`config.mk`:
```
export PLATFORM = sky130hd
export DESIGN_NAME = ppu_palette_ram
export DESIGN_NICKNAME = d
export VERILOG_FILES = /design/src/ppu_pkg.sv /design/src/ppu_palette_ram.sv
export SDC_FILE = /design/constraint.sdc
export NUM_CORES = 2
export LEC_CHECK = 0
export ABC_CLOCK_PERIOD_IN_PS = 5700
export BUFFER_PORTS_ARGS = -buffer_cell sky130_fd_sc_hd__buf_2
export CAP_MARGIN = 20
export CORE_AREA = 2 2 490 492
export DETAILED_ROUTE_END_ITERATION = 12
export DIE_AREA = 0 0 492 494
export PLACE_DENSITY_LB_ADDON = 0.15
export SYNTH_ARGS = -nofsm -noshare
export SYNTH_HDL_FRONTEND = slang
export SYNTH_SLANG_ARGS = --single-unit
```
`constraint.sdc`:
```
create_clock -name clock -period 5.7 [get_ports clock]
set_input_delay 0.855 -clock clock [delete_from_list [all_inputs] [get_ports clock]]
set_output_delay 0.855 -clock clock [all_outputs]
set_load 0.005 [all_outputs]
```
`src/ppu_pkg.sv`:
```
`timescale 1ns / 1ps
// ----------------------------------------------------------------------------
// ppu_pkg
// Shared constants, stage type and color helpers for the palette pixel
// unpacker.
// ----------------------------------------------------------------------------
package ppu_pkg;

   localparam int PALETTE_ENTRIES = 256;
   localparam int WORD_W          = 32;
   localparam int COLOR_W         = 16;
   localparam int ADDR_W          = 9;
   localparam int CSR_INDEX_W     = 2;
   localparam int CSR_DATA_W      = 3;
   localparam int MODE_W          = 3;

   // pixel modes
   localparam logic [MODE_W-1:0] MODE_PAL1 = 3'd0;
   localparam logic [MODE_W-1:0] MODE_PAL2 = 3'd1;
   localparam logic [MODE_W-1:0] MODE_PAL4 = 3'd2;
   localparam logic [MODE_W-1:0] MODE_PAL8 = 3'd3;
   localparam logic [MODE_W-1:0] MODE_1555 = 3'd4;
   localparam logic [MODE_W-1:0] MODE_888  = 3'd5;
   localparam logic [MODE_W-1:0] MODE_565  = 3'd6;
   localparam logic [MODE_W-1:0] MODE_444  = 3'd7;

   // register indexes
   localparam logic [CSR_INDEX_W-1:0] CSR_PIXEL_MODE        = 2'd0;
   localparam logic [CSR_INDEX_W-1:0] CSR_KEEP_COLOR_ORDER  = 2'd1;
   localparam logic [CSR_INDEX_W-1:0] CSR_BIG_ENDIAN_BYTES  = 2'd2;
   localparam logic [CSR_INDEX_W-1:0] CSR_BIG_ENDIAN_PIXELS = 2'd3;

   // one pixel on its way from the sequencer to the color stage
   typedef struct packed {
      logic               valid;
      logic               last;
      logic               pal;
      logic               conv1555;
      logic [COLOR_W-1:0] raw;
   } ppu_stage_type;

   function automatic logic [COLOR_W-1:0] from1555(input logic [COLOR_W-1:0] h);
      logic [COLOR_W-1:0] sum;
      sum = {1'b0, h[14:0]} + {1'b0, h[14:5], 5'b0} + {10'b0, h[15], 5'b0};
      return sum;
   endfunction

   function automatic logic [COLOR_W-1:0] from444(input logic [COLOR_W-1:0] h);
      return {h[11:8], 1'b0, h[7:4], 2'b0, h[3:0], 1'b0};
   endfunction

   function automatic logic [COLOR_W-1:0] rb_swap565(input logic [COLOR_W-1:0] h,
                                                     input logic keep);
      return keep ? h : {h[4:0], h[10:5], h[15:11]};
   endfunction

   function automatic logic [WORD_W-1:0] out565(input logic [COLOR_W-1:0] h);
      logic [WORD_W-1:0] x;
      x = {8'hFF, h[15:11], 3'b0, h[10:5], 2'b0, h[4:0], 3'b0};
      return x | ((x >> 5) & 32'h0004_0004) | ((x >> 6) & 32'h0003_0303);
   endfunction

endpackage

```
`src/ppu_palette_ram.sv`:
```
`timescale 1ns / 1ps
// ----------------------------------------------------------------------------
// ppu_palette_ram
// Palette store: one write port with byte lanes, one registered read port.
// ----------------------------------------------------------------------------
module ppu_palette_ram #(
   parameter int ENTRIES = ppu_pkg::PALETTE_ENTRIES,
   parameter int AW      = $clog2(ENTRIES)
) (
   input  logic                        clock,
   input  logic                        wr_en,
   input  logic [1:0]                  wr_lane,
   input  logic [AW-1:0]               wr_addr,
   input  logic [ppu_pkg::COLOR_W-1:0] wr_data,
   input  logic                        rd_en,
   input  logic [AW-1:0]               rd_addr,
   output logic [ppu_pkg::COLOR_W-1:0] rd_data
);

   logic [ppu_pkg::COLOR_W-1:0] mem_ff [ENTRIES];
   logic [ppu_pkg::COLOR_W-1:0] rd_data_ff;

   always_ff @(posedge clock) begin
      if (wr_en && wr_lane[0]) begin
         mem_ff[wr_addr][7:0] <= wr_data[7:0];
      end
      if (wr_en && wr_lane[1]) begin
         mem_ff[wr_addr][15:8] <= wr_data[15:8];
      end
      if (rd_en) begin
         rd_data_ff <= mem_ff[rd_addr];
      end
   end

   assign rd_data = rd_data_ff;

endmodule

```
==> qor.txt <==
mean cell area of the mapped netlist: 20.8 um2
average wire per standard cell: 35.3 um
Clock Path Buffers: 4
Core ar.: 237000 um2
residual DRC count: 0
CP Class: in2reg
post-DP HPWL: 235000 um
Setup TNS Final: 0 ps
post-CTS setup buffer count: 0
commonest non-fill, non-tap cell in the layout: edfxtp_1
Synth area leaders: edfxtp_1, mux4_2, mux2i_1, nor2_1, o221ai_1
vias in the first global route: 81700
Most Frequent Cell on Critical Path: buf_12
CTS clk-pin slew, worst paths: 60 ps
Max Cap Violations: 0
r2r worst-path depth: 7
Hold Vio Cnt, Final: 0
WL final: 405000 um
Psw: 13.1 mW
global route overflow: 0
H-tree levels: 5
largest net degree at the start of global routing: 193
die area: 243000 um2
Levels on crit path: 10
CTS resizes: 0
Achievable Freq: 0.219 GHz
Synth area leader: edfxtp_1
via count: 81800
WP data arrival: 5400 ps
Syn Inst Count: 7737
Non-Filler Instances: 11500
CTS Buf Count: 406
switching part of the total: 20.8%
Synth cell types: 69
worst path bufs/invs: 3
# rows: 179
status: complete, no violations
I/O pin count: 53
antenna-violating nets left: 0
ys flop type: edfxtp_1
Final setup viols: 0
Die W: 492 um
Die Y: 494 um
max-slew violations: 0
P_leak: 56.1 nW
HP Class: in2reg
TritonCTS clock tree: yes
Area growth syn-to-layout: 10.6%
most frequent cells in the layout: edfxtp_1, mux4_2, nor2_1
Worst setup EP type: register
Global Route Usage Sum: 33.6%
Net Count, Synth: 7774
internal power: 49.7 mW
Initial Utilization: 67.8%
RSZ-0062 raised after global routing: no
GP Congestion: 0.907
ys async rst share: 0%
PD cells: 353 nW/um2
Root Driver: clkbuf_16
total power: 62.7 mW
Worst Skew: 41.8 ps
min Tclk post-route: 4560 ps
top-area cell type share of the netlist area: 76.8%
Via density: 7.13
Post-synth EDFFs: 4112
synthesized flop and latch total: 4112
Critical Path Start Type: primary input
CP max stage cell: o21ai_0
relative slew slack: 17.6%
# port buffers: 52
clock share of power: 42.0%
Nets: 8016
Critical Path RT: 6540 ps
layout cell share with drive strength beyond 1: 21.6%
first-pass GRT wire length: 582000 um
Max stage delay on crit path: 960 ps
CP cell instances: buf_8 -> nand2b_4 -> buf_12 -> buf_12 -> o221ai_1 -> o22ai_1 -> o21ai_0 -> nand4_1 -> nor3_1 -> and3_1
Post-CTS Hold Fix Bufs: 0
Syn. warnings: 0
Flop pwr share: 53.2%
Final period util: 79.9%
crit-path max FO: 63
Pre-Repair DR Iteration Count: 8
Mapped Area: 161000 um2
hold-critical path depth: 1
post-synthesis sequential area ratio: 76.8%
clk_lat worst skew: 1000 ps
CP top delay family: simple AND/OR/NAND/NOR gates
initial antenna violation count: 24
Worst Tran Pin Value: 1240 ps
Placed Cells: 10700
Worst VDD drop: 0.387 mV
combinational share of power: 4.8%
clock sink count: 4112
initial detailed-routing violation count: 11800
==> cell type report <==
cell class                      count  area, um2
Inverter                           11       53.8
Tap cell                         3167       3960
Clock inverter                    227       2360
Sequential cell                  4112     123000
Multi-Input combinational cell   3127      34200
Timing Repair Buffer              321       3180
Antenna cell                       18       45.0
Fill cell                       12800      59500
Clock buffer                      481      10600
==> power by group through the flow <==
stage,registers (mW),logic [mW],clock network [mW]
6_report,33.4,3.03,26.4
5_1_grt,33.3,3.13,27.6
4_1_cts,33.4,2.99,26.5
3_5_place_dp,34.0,2.97,0
3_3_place_gp,34.0,2.90,0
2_1_floorplan,34.0,1.67,0
==> synth_stat cells, types with 79 or more instances <==
library cell / number
buf_6: 79
edfxtp_1: 4112
o22ai_1: 164
nor2_1: 571
mux2i_1: 526
mux4_2: 844
buf_2: 93
nand2_1: 182
a21oi_1: 121
nor3_1: 121
clkbuf_1: 194
o221ai_1: 173
==> per-stage QoR <==
| stage | setup WS (ps) | area (um2) | utilization (%) | hold slack (ps) |
|---|---|---|---|---|
| 2_1_floorplan | 2590 | 161000 | - | 954 |
| 5_1_grt | 1320 | 178000 | 74.9 | 346 |
| 6_report | 1140 | 178000 | 74.9 | 370 |
| 4_1_cts | 1540 | 178000 | 74.9 | 312 |
| 3_3_place_gp | 446 | 165000 | 69.4 | 1080 |
| 3_5_place_dp | 523 | 165000 | 69.4 | 1120 |
==> state kept, by name (all words and copies together), names as in the netlist <==
register / cells
mem_ff: 4096
rd_data: 16
==> per-layer routing <==
| metal | GRT usage, % | wire (um) |
|---|---|---|
| met2 | 52.0 | 194000 |
| met5 | 0 | 48 |
| met1 | 47.0 | 145000 |
| met3 | 8.22 | 46900 |
| met4 | 14.0 | 19100 |
==> worst paths after layout <==
path,startpoint,endpoint,slack [ps]
worst min register to register,mem_ff[251][8],rd_data[8],1150
worst max-delay path,rd_addr[1],rd_data[5],1140
worst max register to register,mem_ff[98][5],rd_data[5],2280
worst min-delay path,wr_data[14],mem_ff[14][14],370
==> logic make-up after synthesis <==
kind of cell,after synthesis,synth area share (%)
flops,4112,76.8
mux,1401,15.5
simple gates,1059,2.84
compound gates,667,2.90
buf+inv,498,2.04
==> worst reg2reg max path: stages (launching register included) <==
cell and delay (ps):
edfxtp_1 320, mux2i_1 70, o221ai_1 320, o22ai_1 140, o21ai_0 960, nand4_1 380
nor3_1 830, and3_1 270
(Power assumes the default switching activity.)
