<file path="src/ppu_pkg.sv">
`timescale 1ns / 1ps
// ----------------------------------------------------------------------------
// ppu_pkg
// Shared constants, stage type and color helpers for the palette pixel
// unpacker.
// ----------------------------------------------------------------------------
package ppu_pkg;

   localparam int PALETTE_ENTRIES = 256;
   localparam int WORD_W          = 32;
   localparam int COLOR_W         = 16;
   localparam int ADDR_W          = 9;
   localparam int CSR_INDEX_W     = 2;
   localparam int CSR_DATA_W      = 3;
   localparam int MODE_W          = 3;

   // pixel modes
   localparam logic [MODE_W-1:0] MODE_PAL1 = 3'd0;
   localparam logic [MODE_W-1:0] MODE_PAL2 = 3'd1;
   localparam logic [MODE_W-1:0] MODE_PAL4 = 3'd2;
   localparam logic [MODE_W-1:0] MODE_PAL8 = 3'd3;
   localparam logic [MODE_W-1:0] MODE_1555 = 3'd4;
   localparam logic [MODE_W-1:0] MODE_888  = 3'd5;
   localparam logic [MODE_W-1:0] MODE_565  = 3'd6;
   localparam logic [MODE_W-1:0] MODE_444  = 3'd7;

   // register indexes
   localparam logic [CSR_INDEX_W-1:0] CSR_PIXEL_MODE        = 2'd0;
   localparam logic [CSR_INDEX_W-1:0] CSR_KEEP_COLOR_ORDER  = 2'd1;
   localparam logic [CSR_INDEX_W-1:0] CSR_BIG_ENDIAN_BYTES  = 2'd2;
   localparam logic [CSR_INDEX_W-1:0] CSR_BIG_ENDIAN_PIXELS = 2'd3;

   // one pixel on its way from the sequencer to the color stage
   typedef struct packed {
      logic               valid;
      logic               last;
      logic               pal;
      logic               conv1555;
      logic [COLOR_W-1:0] raw;
   } ppu_stage_type;

   function automatic logic [COLOR_W-1:0] from1555(input logic [COLOR_W-1:0] h);
      logic [COLOR_W-1:0] sum;
      sum = {1'b0, h[14:0]} + {1'b0, h[14:5], 5'b0} + {10'b0, h[15], 5'b0};
      return sum;
   endfunction

   function automatic logic [COLOR_W-1:0] from444(input logic [COLOR_W-1:0] h);
      return {h[11:8], 1'b0, h[7:4], 2'b0, h[3:0], 1'b0};
   endfunction

   function automatic logic [COLOR_W-1:0] rb_swap565(input logic [COLOR_W-1:0] h,
                                                     input logic keep);
      return keep ? h : {h[4:0], h[10:5], h[15:11]};
   endfunction

   function automatic logic [WORD_W-1:0] out565(input logic [COLOR_W-1:0] h);
      logic [WORD_W-1:0] x;
      x = {8'hFF, h[15:11], 3'b0, h[10:5], 2'b0, h[4:0], 3'b0};
      return x | ((x >> 5) & 32'h0004_0004) | ((x >> 6) & 32'h0003_0303);
   endfunction

endpackage

</file>
<file path="src/ppu_seq.sv">
`timescale 1ns / 1ps
// ----------------------------------------------------------------------------
// ppu_seq
// Pixel sequencer: walks one frame buffer word pixel by pixel, issues palette
// reads for indexed modes and packs direct colors into 16-bit form.
// ----------------------------------------------------------------------------
module ppu_seq #(
   parameter int AW = $clog2(ppu_pkg::PALETTE_ENTRIES)
) (
   input  logic                       clock,
   input  logic                       reset,
   input  logic                       load,
   input  logic [ppu_pkg::WORD_W-1:0] word,
   input  logic [ppu_pkg::MODE_W-1:0] mode,
   input  logic                       be_bytes,
   input  logic                       be_pixels,
   output logic                       seq_busy,
   output logic                       rd_en,
   output logic [AW-1:0]              rd_addr,
   output ppu_pkg::ppu_stage_type     stage
);

   logic                       active_ff, active_in;
   logic [4:0]                 cnt_ff, cnt_in;
   logic [ppu_pkg::WORD_W-1:0] word_ff, word_in;
   ppu_pkg::ppu_stage_type     stage_ff, stage_in;

   logic        pal;
   logic [4:0]  last_cnt;
   logic        is_last;
   logic [5:0]  step;
   logic [4:0]  bitpos;
   logic [4:0]  bi;
   logic [4:0]  shift;
   logic [ppu_pkg::WORD_W-1:0] sel;
   logic [7:0]  mask;
   logic [ppu_pkg::WORD_W-1:0] rot;
   logic [ppu_pkg::COLOR_W-1:0] half;
   logic [ppu_pkg::COLOR_W-1:0] raw;

   always_comb begin
      pal      = 1'b0;
      last_cnt = 5'd1;
      mask     = 8'hFF;
      case (mode) inside
         [ppu_pkg::MODE_PAL1:ppu_pkg::MODE_PAL8]: begin
            pal      = 1'b1;
            last_cnt = 5'd31 >> mode[1:0];
         end
         ppu_pkg::MODE_888: begin
            last_cnt = 5'd0;
         end
         default: begin
            last_cnt = 5'd1;
         end
      endcase
      case (mode[1:0])
         2'd0:    mask = 8'h01;
         2'd1:    mask = 8'h03;
         2'd2:    mask = 8'h0F;
         default: mask = 8'hFF;
      endcase
   end

   assign is_last = active_ff && (cnt_ff == last_cnt);

   // bit position of the current index, counted down from the top
   assign step   = (6'({1'b0, cnt_ff}) + 6'd1) << mode[1:0];
   assign bitpos = 5'(6'd32 - step);
   assign bi     = (be_bytes ? 5'd0 : 5'd24) ^
                   (be_pixels ? 5'd0 : 5'(4'd8 - (4'd1 << mode[1:0])));
   assign shift  = bitpos ^ bi;
   assign sel    = word_ff >> shift;

   assign rd_en   = active_ff && pal;
   assign rd_addr = sel[AW-1:0] & mask[AW-1:0];

   assign rot  = be_bytes ? {word_ff[15:0], word_ff[31:16]} : word_ff;
   assign half = cnt_ff[0] ? rot[31:16] : rot[15:0];

   always_comb begin
      case (mode)
         ppu_pkg::MODE_888: raw = {word_ff[23:19], word_ff[15:10], word_ff[7:3]};
         ppu_pkg::MODE_444: raw = ppu_pkg::from444(half);
         default:           raw = half;
      endcase
   end

   always_comb begin
      active_in = active_ff;
      cnt_in    = cnt_ff;
      word_in   = word_ff;
      if (load) begin
         active_in = 1'b1;
         cnt_in    = 5'd0;
         word_in   = word;
      end else if (active_ff) begin
         if (is_last) begin
            active_in = 1'b0;
         end else begin
            cnt_in = cnt_ff + 5'd1;
         end
      end
      stage_in.valid    = active_ff;
      stage_in.last     = is_last;
      stage_in.pal      = pal;
      stage_in.conv1555 = pal || (mode == ppu_pkg::MODE_1555);
      stage_in.raw      = raw;
   end

   always_ff @(posedge clock) begin
      if (reset) begin
         active_ff <= 1'b0;
         cnt_ff    <= 5'd0;
         stage_ff  <= '0;
      end else begin
         active_ff <= active_in;
         cnt_ff    <= cnt_in;
         stage_ff  <= stage_in;
      end
   end

   always_ff @(posedge clock) begin
      word_ff <= word_in;
   end

   // a new word can enter while the last pixel of this one issues
   assign seq_busy = active_ff && !is_last;
   assign stage    = stage_ff;

endmodule

</file>
<file path="config.mk">
export PLATFORM = sky130hd
export DESIGN_NAME = ppu_seq
export DESIGN_NICKNAME = d
export VERILOG_FILES = /design/src/ppu_pkg.sv /design/src/ppu_seq.sv
export SDC_FILE = /design/constraint.sdc
export NUM_CORES = 1
export LEC_CHECK = 0
export ABC_AREA = 0
export BUFFER_PORTS_ARGS = -buffer_cell sky130_fd_sc_hd__buf_4
export CAP_MARGIN = 20
export CORE_ASPECT_RATIO = 0.6
export CORE_MARGIN = 3
export CORE_UTILIZATION = 40
export CTS_CLUSTER_SIZE = 30
export DETAILED_ROUTE_END_ITERATION = 16
export PLACE_DENSITY = 0.71
export SETUP_SLACK_MARGIN = 0.3
export SYNTH_ARGS = -nofsm -noshare
export SYNTH_HDL_FRONTEND = slang
export SYNTH_SLANG_ARGS = --single-unit
</file>
<file path="constraint.sdc">
create_clock -name clock -period 4.7 [get_ports clock]
set_clock_uncertainty 0.05 [all_clocks]
set_input_delay 0.47 -clock clock [delete_from_list [all_inputs] [get_ports clock]]
set_output_delay 0.47 -clock clock [all_outputs]
set_load 0.005 [all_outputs]
</file>
==> summary.txt <==
Clock tree
  – Clock root buffer: clkbuf_16
  – # clock sinks: 58
  – Hold Buf Count CTS: 0
  – CTS H-tree lvls: 3
  – Clk_lat worst skew: about 320 ps
  – Clock Path Buffers: 2
  – Clock buffer count from CTS: 9
  – CTS tree: yes
  – Worst-path clk slew: around 50 ps

Run
  – # Max-Cap Violations: 0

Logic synthesis
  – Synth Instances: around 360
  – YS warnings: 0
  – Post-synthesis sequential area ratio: ~37%
  – Mean post-synth cell area: around 11 sq um
  – Syn Nets: 400
  – Post-Syn Area: 4010 sq um
  – Number of synthesized register bits: 58
  – Number of distinct library cells after synthesis: 56

Critical path
  – Crit Path Category: reg2out
  – Reg-to-reg critical path startpoint: cnt_ff[3]$_SDFFE_PP0P_
  – Crit start category: flop
  – Reg2reg end: cnt_ff[3]$_SDFFE_PP0P_
  – Critical Path AT: roughly 3600 ps
  – Worst Path Required: approximately 4200 ps
  – Reg2Reg Depth: 8
  – CP Capture Type: primary output
  – Max FO, Critical Path: 13
  – FF-to-FF setup slack: between 2000 and 2500 ps

STA
  – Slew Limit Headroom: between 40% and 50%
  – Slew of the pin with the lowest slew margin: between 800 and 900 ps
  – F_max: roughly 240 MHz
  – Final hold vios: 0
  – Unrepaired setup endpoints after global routing: false
  – Fin. max-slew vios: 0
  – Final setup violating endpoints: 0
  – Tmin final: just over 4000 ps
  – Final period utilization: a little under 90%
  – Setup TNS Final: 0 ps

Global routing
  – GRT Util Overall: between 10% and 20%
  – Largest net degree at the start of global routing: 39
  – Vias in the first global route: around 3.1k
  – Initial antenna violation count: 0
  – First-pass GRT wire length: approximately 18 mm
  – GR Overflow Total: 0

Floorplanning
  – Placement Rows: 27
  – Core area: around 9500 sq um
  – Die X: about 140 microns
  – Die H: between 80 and 90 microns
  – Starting density of the core: between 40 and 50%
  – IO Count: 70
  – Die Area: 11300 sq um

Cells and area
  – Area growth, synth to finish: 22.9%
  – Filler cell count: about 850
  – Nets: 465
  – Layout cells sized above 1: 35.0%
  – # diodes: 0
  – Post-layout instance area: slightly below 5000 sq um

Min path
  – Hold Crit Endpoint: word_ff[2]$_DFFE_PP_
  – Worst hold start: word[2]
  – Hold WC Path Type: in2reg
  – Worst hold stages: 1

Place
  – Routability Congestion: 0.870
  – Placed cell area: between 4000 and 5000 sq um
  – I/O Buffers: 69
  – Final HPWL DP: 8.00 mm

Detailed routing
  – Final antenna-violating net count: 0
  – Via density per instance: between 5 and 6
  – DR vias: between 3k and 4k
  – DRT Wirelength: 11.1 mm
  – Pre-antenna DRT Iters: 5
  – Average routed wire per standard cell: between 15 and 20 microns
  – Drt drc: 0
  – Iteration-0 DRC Markers: 371

Pwr
  – PD cells: 364 nW/um^2
  – Lkg Pwr: slightly below 2 nW
  – Max IR drop VDD: around 0.23 mV
  – Total power: 1.79 mW

Run status
  – Outcome: complete, no violations
-- worst max-delay path, stage by stage, from the launching register on --
cell and delay, ps:
dfxtp_2 410, ha_2 400, inv_1 60, mux2i_2 200, nand2_1 120, ha_4 330, xor2_1 180, buf_6 200
mux4_2 570, mux4_2 480, mux2i_1 150, nor2_1 50, buf_4 150
-- cells in the mapped netlist, drive strengths merged --
cell,n,area [sq um]
nor2b,5,31.3
or4,1,11.3
and3b,1,8.76
nand3b,2,15.0
xnor2,9,101
nand2,29,111
a221oi,2,17.5
nand2b,4,25.0
o2111ai,1,8.76
mux2i,30,300
o221ai,1,8.76
and2,4,25.0
a211oi,34,273
o31ai,1,7.51
nor4,3,25.0
nor2,30,128
inv,5,18.8
ha,3,37.5
o21ai,6,30.0
nand3,7,60.1
edfxtp,32,961
dfxtp,26,521
o41ai,2,17.5
xor2,9,86.3
nor3b,1,7.51
o211a,2,20.0
a221o,1,10.0
o211ai,2,15.0
mux4,29,653
nor3,6,30.0
and3,15,93.8
a21oi,14,73.8
clkbuf,8,33.8
a31oi,6,37.5
or3,2,12.5
and4,1,8.76
mux2,1,11.3
o21ba,2,20.0
buf,19,141
or3b,1,8.76
-- flip-flops by register name, indices dropped and copies added (netlist names) --
register,flops
word_ff,32
stage,20
cnt_ff,5
active_ff,1
-- cell type report --
class	instances	area [sq um]	area share, %
clock inverter	6	43.8	0.889
timing repair buffer	81	627	12.7
multi-input combinational	267	2360	48.0
inverter	5	18.8	0.381
clock buffer	9	225	4.57
tap	130	163	3.30
sequential	58	1480	30.1
-- cell families after synthesis --
group	after synthesis	share of synthesized area [%]
simple gates	112	15.0
flops	58	37.0
mux	60	24.1
fa+ha+maj	3	0.937
compound gates	74	13.5
xor+xnor	18	4.68
buf+inv	32	4.84
-- layer usage --
layer | vias up | track usage, % | part of all wire [%]
li1 | 1517 | - | -
met1 | 1601 | 32.2 | 48
met2 | 173 | 26.2 | 41
met3 | 6 | 5.90 | 11
met4 | 0 | 2.74 | 0.41
met5 | - | 0 | 0
-- placed cells by master (no fill, tap or decap), types with 3 or more instances in the layout --
master and count:
nand2_1 28, and3_1 15, a211oi_1 32, xnor2_1 6, xnor2_2 3, inv_1 4
o21ai_0 4, nand2b_1 4, nand3_1 5, a31oi_1 6, nor2_1 28, clkinvlp_4 4
edfxtp_1 32, mux4_2 29, clkbuf_16 9, nor3_1 6, dfxtp_1 25, and2_1 3
buf_4 78, xor2_1 7, nor2b_1 5, a21oi_1 13, mux2i_1 29
-- metrics by stage --
stage          setup WS [ps]  instances  util, %  hold slack, ps
6_report                 550        556     52.1             274
5_1_grt                  335        556     52.1             263
4_1_cts                  425        548     51.0             267
3_5_place_dp             638        533     48.1             503
3_3_place_gp             789        533     48.1             501
2_1_floorplan            902        357        -             451
-- repair_timing --
action	4_1_cts	5_1_grt
buffers inserted	0	6
gates resized for setup	1	7
gates cloned	0	0
setup endpoints to repair	2	4
-- worst max-delay path by stage --
stage	cells past startpoint	to	slack, ps	start
floorplan	12	rd_addr[3]	900	mode[1]
global placement	12	rd_addr[2]	790	cnt_ff[0]$_SDFFE_PP0P_
detailed placement	12	rd_addr[2]	640	cnt_ff[0]$_SDFFE_PP0P_
CTS	12	rd_addr[2]	420	cnt_ff[0]$_SDFFE_PP0P_
global route	12	rd_addr[2]	330	cnt_ff[0]$_SDFFE_PP0P_
finish	12	rd_addr[2]	550	cnt_ff[0]$_SDFFE_PP0P_
-- power by group --
part           total (mW)  internal, mW  switching [mW]  leakage, nW
Combinational       0.593         0.297           0.295         1.34
Sequential          0.626         0.579          0.0470        0.529
Clock               0.576         0.353           0.223        0.120
Total                1.79          1.23           0.565         1.99
(Power assumes the default switching activity.)
