[src/ppu_pkg.sv]
`timescale 1ns / 1ps
// ----------------------------------------------------------------------------
// ppu_pkg
// Shared constants, stage type and color helpers for the palette pixel
// unpacker.
// ----------------------------------------------------------------------------
package ppu_pkg;

   localparam int PALETTE_ENTRIES = 256;
   localparam int WORD_W          = 32;
   localparam int COLOR_W         = 16;
   localparam int ADDR_W          = 9;
   localparam int CSR_INDEX_W     = 2;
   localparam int CSR_DATA_W      = 3;
   localparam int MODE_W          = 3;

   // pixel modes
   localparam logic [MODE_W-1:0] MODE_PAL1 = 3'd0;
   localparam logic [MODE_W-1:0] MODE_PAL2 = 3'd1;
   localparam logic [MODE_W-1:0] MODE_PAL4 = 3'd2;
   localparam logic [MODE_W-1:0] MODE_PAL8 = 3'd3;
   localparam logic [MODE_W-1:0] MODE_1555 = 3'd4;
   localparam logic [MODE_W-1:0] MODE_888  = 3'd5;
   localparam logic [MODE_W-1:0] MODE_565  = 3'd6;
   localparam logic [MODE_W-1:0] MODE_444  = 3'd7;

   // register indexes
   localparam logic [CSR_INDEX_W-1:0] CSR_PIXEL_MODE        = 2'd0;
   localparam logic [CSR_INDEX_W-1:0] CSR_KEEP_COLOR_ORDER  = 2'd1;
   localparam logic [CSR_INDEX_W-1:0] CSR_BIG_ENDIAN_BYTES  = 2'd2;
   localparam logic [CSR_INDEX_W-1:0] CSR_BIG_ENDIAN_PIXELS = 2'd3;

   // one pixel on its way from the sequencer to the color stage
   typedef struct packed {
      logic               valid;
      logic               last;
      logic               pal;
      logic               conv1555;
      logic [COLOR_W-1:0] raw;
   } ppu_stage_type;

   function automatic logic [COLOR_W-1:0] from1555(input logic [COLOR_W-1:0] h);
      logic [COLOR_W-1:0] sum;
      sum = {1'b0, h[14:0]} + {1'b0, h[14:5], 5'b0} + {10'b0, h[15], 5'b0};
      return sum;
   endfunction

   function automatic logic [COLOR_W-1:0] from444(input logic [COLOR_W-1:0] h);
      return {h[11:8], 1'b0, h[7:4], 2'b0, h[3:0], 1'b0};
   endfunction

   function automatic logic [COLOR_W-1:0] rb_swap565(input logic [COLOR_W-1:0] h,
                                                     input logic keep);
      return keep ? h : {h[4:0], h[10:5], h[15:11]};
   endfunction

   function automatic logic [WORD_W-1:0] out565(input logic [COLOR_W-1:0] h);
      logic [WORD_W-1:0] x;
      x = {8'hFF, h[15:11], 3'b0, h[10:5], 2'b0, h[4:0], 3'b0};
      return x | ((x >> 5) & 32'h0004_0004) | ((x >> 6) & 32'h0003_0303);
   endfunction

endpackage

[src/ppu_color.sv]
`timescale 1ns / 1ps
// ----------------------------------------------------------------------------
// ppu_color
// Color stage: picks palette or direct color, converts 1555, swaps red and
// blue unless keep_order is set, widens to ARGB8888 into the result register.
// ----------------------------------------------------------------------------
module ppu_color (
   input  logic                        clock,
   input  logic                        reset,
   input  ppu_pkg::ppu_stage_type      stage,
   input  logic [ppu_pkg::COLOR_W-1:0] pal_data,
   input  logic                        keep_order,
   output logic                        rsp_valid,
   output logic [ppu_pkg::WORD_W-1:0]  rsp_pixel_argb,
   output logic                        rsp_last_pixel
);

   logic                        valid_ff;
   logic [ppu_pkg::WORD_W-1:0]  argb_ff, argb_in;
   logic                        last_ff;
   logic [ppu_pkg::COLOR_W-1:0] src;
   logic [ppu_pkg::COLOR_W-1:0] c565;

   assign src     = stage.pal ? pal_data : stage.raw;
   assign c565    = stage.conv1555 ? ppu_pkg::from1555(src) : src;
   assign argb_in = ppu_pkg::out565(ppu_pkg::rb_swap565(c565, keep_order));

   always_ff @(posedge clock) begin
      if (reset) begin
         valid_ff <= 1'b0;
      end else begin
         valid_ff <= stage.valid;
      end
   end

   always_ff @(posedge clock) begin
      argb_ff <= argb_in;
      last_ff <= stage.last;
   end

   assign rsp_valid      = valid_ff;
   assign rsp_pixel_argb = argb_ff;
   assign rsp_last_pixel = last_ff;

endmodule

[config.mk]
export PLATFORM = sky130hd
export DESIGN_NAME = ppu_color
export DESIGN_NICKNAME = d
export VERILOG_FILES = /design/src/ppu_pkg.sv /design/src/ppu_color.sv
export SDC_FILE = /design/constraint.sdc
export NUM_CORES = 1
export LEC_CHECK = 0
export BUFFER_PORTS_ARGS = -buffer_cell sky130_fd_sc_hd__buf_2
export CAP_MARGIN = 10
export CORE_ASPECT_RATIO = 1.2
export CORE_UTILIZATION = 30
export DETAILED_ROUTE_END_ITERATION = 7
export SLEW_MARGIN = 20
export SYNTH_ARGS = -nofsm -noshare
export SYNTH_HDL_FRONTEND = slang
export SYNTH_SLANG_ARGS = --single-unit
[constraint.sdc]
create_clock -name clock -period 1.8 [get_ports clock]
set_input_delay 0.18 -clock clock [delete_from_list [all_inputs] [get_ports clock]]
set_output_delay 0.18 -clock clock [all_outputs]
set_load 0.05 [all_outputs]
==> metrics, run 1 <==
outcome=finished, final reports clean; fraction of layout cells with a size suffix above 1=72.5%; TNS Setup=0 ps; CTS tree=done; Top Ports=73; YS warnings=0; Vias=749; GP Congestion=0.661; worst setup margin=533 ps; Slew Limit Fails=0; min-delay worst type=in2reg; CTS Sinks=18; Syn Area/Cell=15.6 um2; row count=23; grt total ovfl=0; number of global-route vias before repair=711; Die Area=0.00373 mm2; max capacitance violation total=0; Area after DPL=0.00127 mm2; Die Height=66.7 um; Final setup viols=0; CP endpoint kind=flop; pwr dens=921 mW/mm2; Worst setup SP type=input pin; drt first pass iters=4; floorplan core area=0.00334 mm2; mapped cell area=0.00105 mm2; global-route usage over all layers=11.2%; pre-CTS WS=286 ps; clock root buffer=clkbuf_8; clk slew on worst S/H paths=60 ps; largest net degree at the start of global routing=17; fillcell total=332; post-cts gate resize count=0; dpl hpwl=1800 um; crit share post-route=70.4%; via/cell ratio=4.77; Starting Density=31.3%; crit path max fanout=16; sequential fraction of the synthesis area=34.4%; Clock Path Buffers=2; initial antenna violation count=0; WL/cell=14.0 um; DR DRC count=0; total CTS buffers=3; RSZ-0062 raised after global routing=false; Layout area overhead=25.7%; Post-Syn Instances=67; number of DRC markers in iteration 0=12; Max IR drop VDD=0.421 mV; cell area after layout=0.00132 mm2; CP Class=in2reg; nets@finish=161; synthesis-stage register bit count=18; first-pass GRT wire length=3120 um; required time worst endpoint=1910 ps; Unique masters post-synth=12; Fmax achieved=790 MHz; drt total wl=2190 um; Hold Violations, Final=0; CP Data Arrival Time=1380 ps; Routed Antenna Nets=0; port bufs=64; CTS H-tree depth=1; post-CTS setup buffer count=0; cts hold-fix bufs=0; die width=55.9 um; Final min period=1270 ps; Leak Pwr=0.000637 uW; # diodes=0
-- path summary, 6_finish.rpt --
kind	from	depth (start not counted)	to	slack [ps]
worst max-delay path	stage[16]	3	rsp_pixel_argb[18]$_DFF_P_	530
worst min-delay path	stage[18]	1	rsp_last_pixel$_DFF_P_	40
-- cell usage after synthesis (all sizes together) --
cell / number / area, um2
clkbuf: 1 / 3.75
dfxtp: 18 / 360
mux4: 16 / 383
buf: 20 / 161
nor2b: 1 / 6.26
mux2: 10 / 128
conb: 1 / 3.75
-- cell usage in the layout, fill, tap and decap left out --
cell	Yosys	layout
mux2_4	4	4
dfxtp_1	18	18
mux4_2	10	10
mux2_2	6	6
conb_1	1	8
clkbuf_8	0	3
nor2b_1	1	1
buf_2	2	64
mux4_1	6	6
-- logic make-up (layout without fill, tap and decap cells) --
group                  Yosys count  in the layout  share of synthesized area (%)
other                            1              8                          0.359
buffers and inverters           21             67                           15.8
multiplexers                    26             26                           48.8
flip-flops                      18             18                           34.5
AND/OR/NAND/NOR                  1              1                          0.598
-- flip-flops by register name (all words and copies together), names as in the netlist --
signal and count:
rsp_valid 1, rsp_last_pixel 1, rsp_pixel_argb 16
-- where the power goes --
part	switching, uW	internal, uW
registers	12.2	442
logic	343	150
clock network	117	148
total	472	740
-- area by class of cell --
type                    instances  area (um2)  area share (%)
multi-input cells              35         547            41.6
flip-flops and latches         18         360            27.4
well taps                      37        46.3            3.52
clock buffers                   3        41.3            3.14
repair buffers                 64         320            24.4
-- metal layers --
metal / vias up / global-route usage, % / wire (um)
li1: 345 / - / -
met1: 353 / 11.7 / 796
met2: 49 / 21.7 / 1160
met3: 2 / 3.30 / 228
met4: 0 / 3.66 / 10
met5: - / 0 / 0
-- worst max-delay path, cell delays in order --
cell,delay (ps)
buf_2,330
mux2_2,390
mux4_2,470
-- through the flow --
step	total power, uW	utilization (%)	hold WS [ps]	cells
finish	1210	39.4	37.7	157
global route	1270	39.4	25.6	157
global placement	950	38.2	284	154
floorplan	887	-	208	74
detailed placement	959	38.2	286	154
CTS	1230	39.4	31.0	157
Note: power is estimated with default switching activity, not from simulation.
==> inputs of run 2 (changes only) <==
Settings changed: ABC_AREA set to 1.
Clock period 1.8 ns to 1.3 ns, I/O delays scaled along.
==> run 2 against run 1 <==
Design area is 4.6% lower. Count of clock-buffer cells in the layout is 1 higher. Area after synthesis is 9.9% lower. Hold slack worse by 5.0 ps. Synthesized cell count is 100% higher. Die area is 9.6% lower. Via count is 31% higher. Total power is 31% higher. Wire length is 1.7% higher. Largest power group unchanged. Clock power is 29% higher.
==> metrics, run 2 <==
Die Height=63.4 um; drt total wl=2230 um; cts hold-fix bufs=2; DR DRC count=0; clock root buffer=clkbuf_4; number of synthesized flops with an enable pin=0; max FFs per register=16; Synth Area in Compound Gates=3.72%; Placed Cells=224; pwr dens=1270 mW/mm2; Post-synth ARST share=0%; largest net degree at the start of global routing=14; crit path max fanout=2; crit share post-route=79.2%; Yosys top cell by area=dfxtp_1; min-delay src=stage[19]; cell breakdown of the critical path=buf_2; fraction of the mapped netlist area in simple logic gates=33.3%; post-CTS setup buffer count=0; number of DRC markers in iteration 0=25; Post-Layout Cell Count=230; Routed Antenna Nets=0; Synth top area share=38.2%; total CTS buffers=3; Synth area leaders=dfxtp_1, nand2_1, buf_4; Syn Area/Cell=6.88 um2; Final setup viols=0; CP Class=reg2out; sequential fraction of the synthesis area=38.2%; die width=53.2 um; # diodes=0; Fmax achieved=971 MHz; Layout area overhead=33.2%; mux share of post-synthesis cell area=4.25%; CP peak stage delay=340 ps; synthesis-stage register bit count=18; row count=21; YS warnings=0; WHS Endpoint=rsp_valid$_SDFF_PP0_; drt first pass iters=4; first-pass GRT wire length=3520 um; global-route usage over all layers=14.3%; slowest CP cell=dfxtp_1; TNS Setup=0 ps; fillcell total=343; Main synth FF type=dfxtp_1; adder-cell share of the synthesized area=0%; dpl hpwl=1750 um; WL/cell=9.70 um; CP Data Arrival Time=900 ps; clk slew on worst S/H paths=100 ps; number of global-route vias before repair=864; Unique masters post-synth=14; CTS tree=done; post-cts gate resize count=0; initial antenna violation count=0; Final min period=1030 ps; Hold Violations, Final=0; top cells by count, synth=nand2_1, nand3_1, buf_4, dfxtp_1, o21ai_0; most frequent cells in the layout=buf_2, nand2_1, nand3_1, dfxtp_1, conb_1; Area after DPL=0.00120 mm2; Crit path depth=1; nets@finish=236; Vias=981; Max IR drop VDD=0.465 mV; CP bufs+invs=1; Post-Syn Instances=137; cell area after layout=0.00125 mm2; fraction of layout cells with a size suffix above 1=36.7%; Clock Path Buffers=2; main combinational cell family by area after synthesis=simple AND/OR/NAND/NOR gates; port bufs=64; leading cell type in the layout, fill and taps excluded=buf_2; min-delay worst type=in2reg; Slew Limit Fails=0; GP Congestion=0.807; Starting Density=32.6%; Leak Pwr=0.000753 uW; CTS H-tree depth=1; Top Ports=73; count leader, synth=nand2_1; Worst setup SP type=flop; grt total ovfl=0; outcome=finished, final reports clean; CTS Sinks=18; Worst Hold Path Cells=3; floorplan core area=0.00289 mm2; via/cell ratio=4.27; max capacitance violation total=0; Post-Synth XOR/XNOR Area=0%; delay-heaviest family, CP=flip-flops; required time worst endpoint=1170 ps; mapped cell area=942 um2; CP endpoint kind=output port; Die Area=0.00337 mm2; RSZ-0062 raised after global routing=false
==> run 2: cell count changes after synthesis, moves of 4 or more <==
cell,delta
mux4_2,-10
nand2_1,+56
mux2_4,-4
mux2i_1,+4
mux4_1,-6
nand3_1,+20
mux2_2,-6
inv_1,+6
o21ai_0,+7
==> run 2: worst min-delay path: cells and delay by family <==
family	cells	cell delay [ps]
AND/OR/NAND/NOR	1	30
buffers and inverters	2	130
==> run 2: cells by family (layout without fill, tap and decap cells) <==
group                  count (synthesis)  after routing
muxes                                  4              4
DFF                                   18             18
other                                  1              8
AOI/OAI and AO/OA                      7              7
and+or+nand+nor                       77             77
buffers and inverters                 30             82
==> run 2: area by class of cell <==
cell class              instances  area, um2  share of cell area [%]
inverters                       9       33.8                    2.69
well taps                      34       42.5                    3.39
repair buffers                 69        363                    28.9
multi-input cells              96        419                    33.4
flip-flops and latches         18        360                    28.7
clock buffers                   4       36.3                    2.89
==> run 2: routing by layer <==
layer / vias up / GRT usage [%] / routed length, um
met2: 50 / 24.4 / 1060
met4: 0 / 7.89 / 51
met5: - / 0 / 0
li1: 521 / - / -
met1: 405 / 16.3 / 924
met3: 5 / 2.42 / 197
==> run 2: where the power goes <==
| part | switching, uW | internal, uW | leakage [uW] |
|---|---|---|---|
| logic | 477 | 152 | 0.000580 |
| clock network | 171 | 171 | 0.0000210 |
| registers | 15.2 | 607 | 0.000152 |
| total | 663 | 930 | 0.000753 |
==> run 2: through the flow <==
| stage | util [%] | total power (uW) | hold WS [ps] | setup slack, ps |
|---|---|---|---|---|
| after CTS | 43.4 | 1610 | 29.1 | 250 |
| after global placement | 41.5 | 1260 | 238 | 296 |
| after detailed placement | 41.5 | 1260 | 243 | 291 |
| after floorplan | - | 1160 | 158 | 256 |
| final | 43.4 | 1590 | 32.6 | 270 |
| after global routing | 43.4 | 1670 | 58.0 | 204 |
==> run 2: worst max path at each step <==
stage | endpoint | start | slack, ps
6_report | rsp_pixel_argb[15] | rsp_pixel_argb[15]$_DFF_P_ | 270
5_1_grt | rsp_pixel_argb[2] | rsp_pixel_argb[7]$_DFF_P_ | 200
4_1_cts | rsp_pixel_argb[15] | rsp_pixel_argb[15]$_DFF_P_ | 250
3_5_place_dp | rsp_pixel_argb[13]$_DFF_P_ | stage[17] | 290
3_3_place_gp | rsp_pixel_argb[13]$_DFF_P_ | stage[17] | 300
2_1_floorplan | rsp_pixel_argb[18] | rsp_pixel_argb[18]$_DFF_P_ | 260
==> inputs of run 3 (changes only) <==
Settings changed: PLACE_DENSITY set to 0.66.
Clock period 1.3 ns to 0.9 ns, I/O delays scaled along.
==> run 3 against run 2 <==
The flow now finishes with violations (setup timing). Cell count is 0.87% higher. Total power is 53% higher. Clock power is 17% higher. First-iteration DRC count is 76% lower. Wire length is 6.5% higher. Hold slack better by 66 ps. Critical path depth stayed put. Highest routed layer unchanged. Design area is 18% higher.
==> metrics, run 3 (same netlist as run 2, synthesis figures left out) <==
max capacitance violation total=0; largest net degree at the start of global routing=13; max FFs per register=16; CP Data Arrival Time=840 ps; Final min period=925 ps; nets@finish=239; Clock Path Buffers=2; Area after DPL=0.00122 mm2; CTS H-tree depth=1; die width=53.2 um; post-CTS setup buffer count=0; clock root buffer=clkbuf_4; # diodes=0; drt total wl=2380 um; CP endpoint kind=output port; Die Area=0.00337 mm2; WHS=98.4 ps; Slew Limit Fails=0; delay-heaviest family, CP=flip-flops; Fmax achieved=1080 MHz; worst setup margin=-25.4 ps; min-delay worst type=in2reg; global-route usage over all layers=15.9%; initial antenna violation count=0; DR DRC count=0; outcome=finished with violations; Starting Density=32.6%; slowest CP cell=dfxtp_4; fraction of layout cells with a size suffix above 1=42.9%; pwr dens=1640 mW/mm2; cell breakdown of the critical path=buf_6; RSZ-0062 raised after global routing=true; required time worst endpoint=810 ps; Vias=1028; pre-CTS WS=18.5 ps; Routed Antenna Nets=0; port bufs=64; Util after Layout=51.4%; clk slew on worst S/H paths=100 ps; cell area after layout=0.00149 mm2; Worst setup SP type=flop; floorplan core area=0.00289 mm2; CP Class=reg2out; dpl hpwl=1790 um; Final setup viols=11; Hold Violations, Final=0; CP bufs+invs=1; Layout area overhead=57.6%; row count=21; first-pass GRT wire length=4020 um; CTS tree=done; number of global-route vias before repair=1009; CTS Sinks=18; CP peak stage delay=390 ps; number of DRC markers in iteration 0=6; Max IR drop VDD=0.930 mV; Die Height=63.4 um; most frequent cells in the layout=nand2_1, buf_2, nand3_1, buf_6, buf_8; leading cell type in the layout, fill and taps excluded=nand2_1; Leak Pwr=0.000824 uW; crit path max fanout=3; TNS Setup=-167 ps; via/cell ratio=4.43; GP Congestion=0.711; failing checks=setup timing; crit share post-route=103%; drt first pass iters=4; Top Ports=73; total CTS buffers=3; WL/cell=10.2 um; grt total ovfl=0
-- run 3: changes by cell type in the layout (fill, tap and decap cells not counted) --
cell	change
buf_2	-26
buf_4	+3
buf_6	+15
buf_8	+10
clkbuf_8	-1
dfxtp_1	-12
dfxtp_2	+9
dfxtp_4	+3
dlygate4sd3_1	+1
-- run 3: worst paths after layout --
| kind | end | start | cells after the start | slack (ps) |
|---|---|---|---|---|
| max | rsp_pixel_argb[17] | rsp_pixel_argb[18]$_DFF_P_ | 1 | -30 |
| min | rsp_pixel_argb[21]$_DFF_P_ | stage[2] | 5 | 100 |
-- run 3: what timing repair did --
action | in CTS | in global routing
hold buffers | 3 | 0
resized for setup | 44 | 26
setup endpoints to repair | 26 | 23
endpoints found under the hold margin | 2 | 0
-- run 3: power by group --
group,total (uW),internal (uW),switching [uW]
combinational,1090,401,693
clock,398,156,242
sequential,950,888,61.3
total,2440,1450,997
-- run 3: cell type report --
type,instances,area [um2]
clock buffer,3,22.5
timing repair buffer,72,584
multi-input combinational,96,419
fill,293,1410
inverter,9,33.8
tap,34,42.5
sequential,18,383
-- run 3: per-stage QoR --
step,instances,power (uW)
2_1_floorplan,144,1690
6_report,232,2440
5_1_grt,232,2550
4_1_cts,232,2380
3_5_place_dp,226,1840
3_3_place_gp,226,1840
-- run 3: layer usage --
layer / wire length [um] / vias to the layer above / GRT usage [%]
met2: 1220 / 48 / 30.7
met1: 920 / 443 / 15.4
li1: - / 532 / -
met3: 187 / 5 / 2.17
met4: 44 / 0 / 7.57
met5: 0 / - / 0
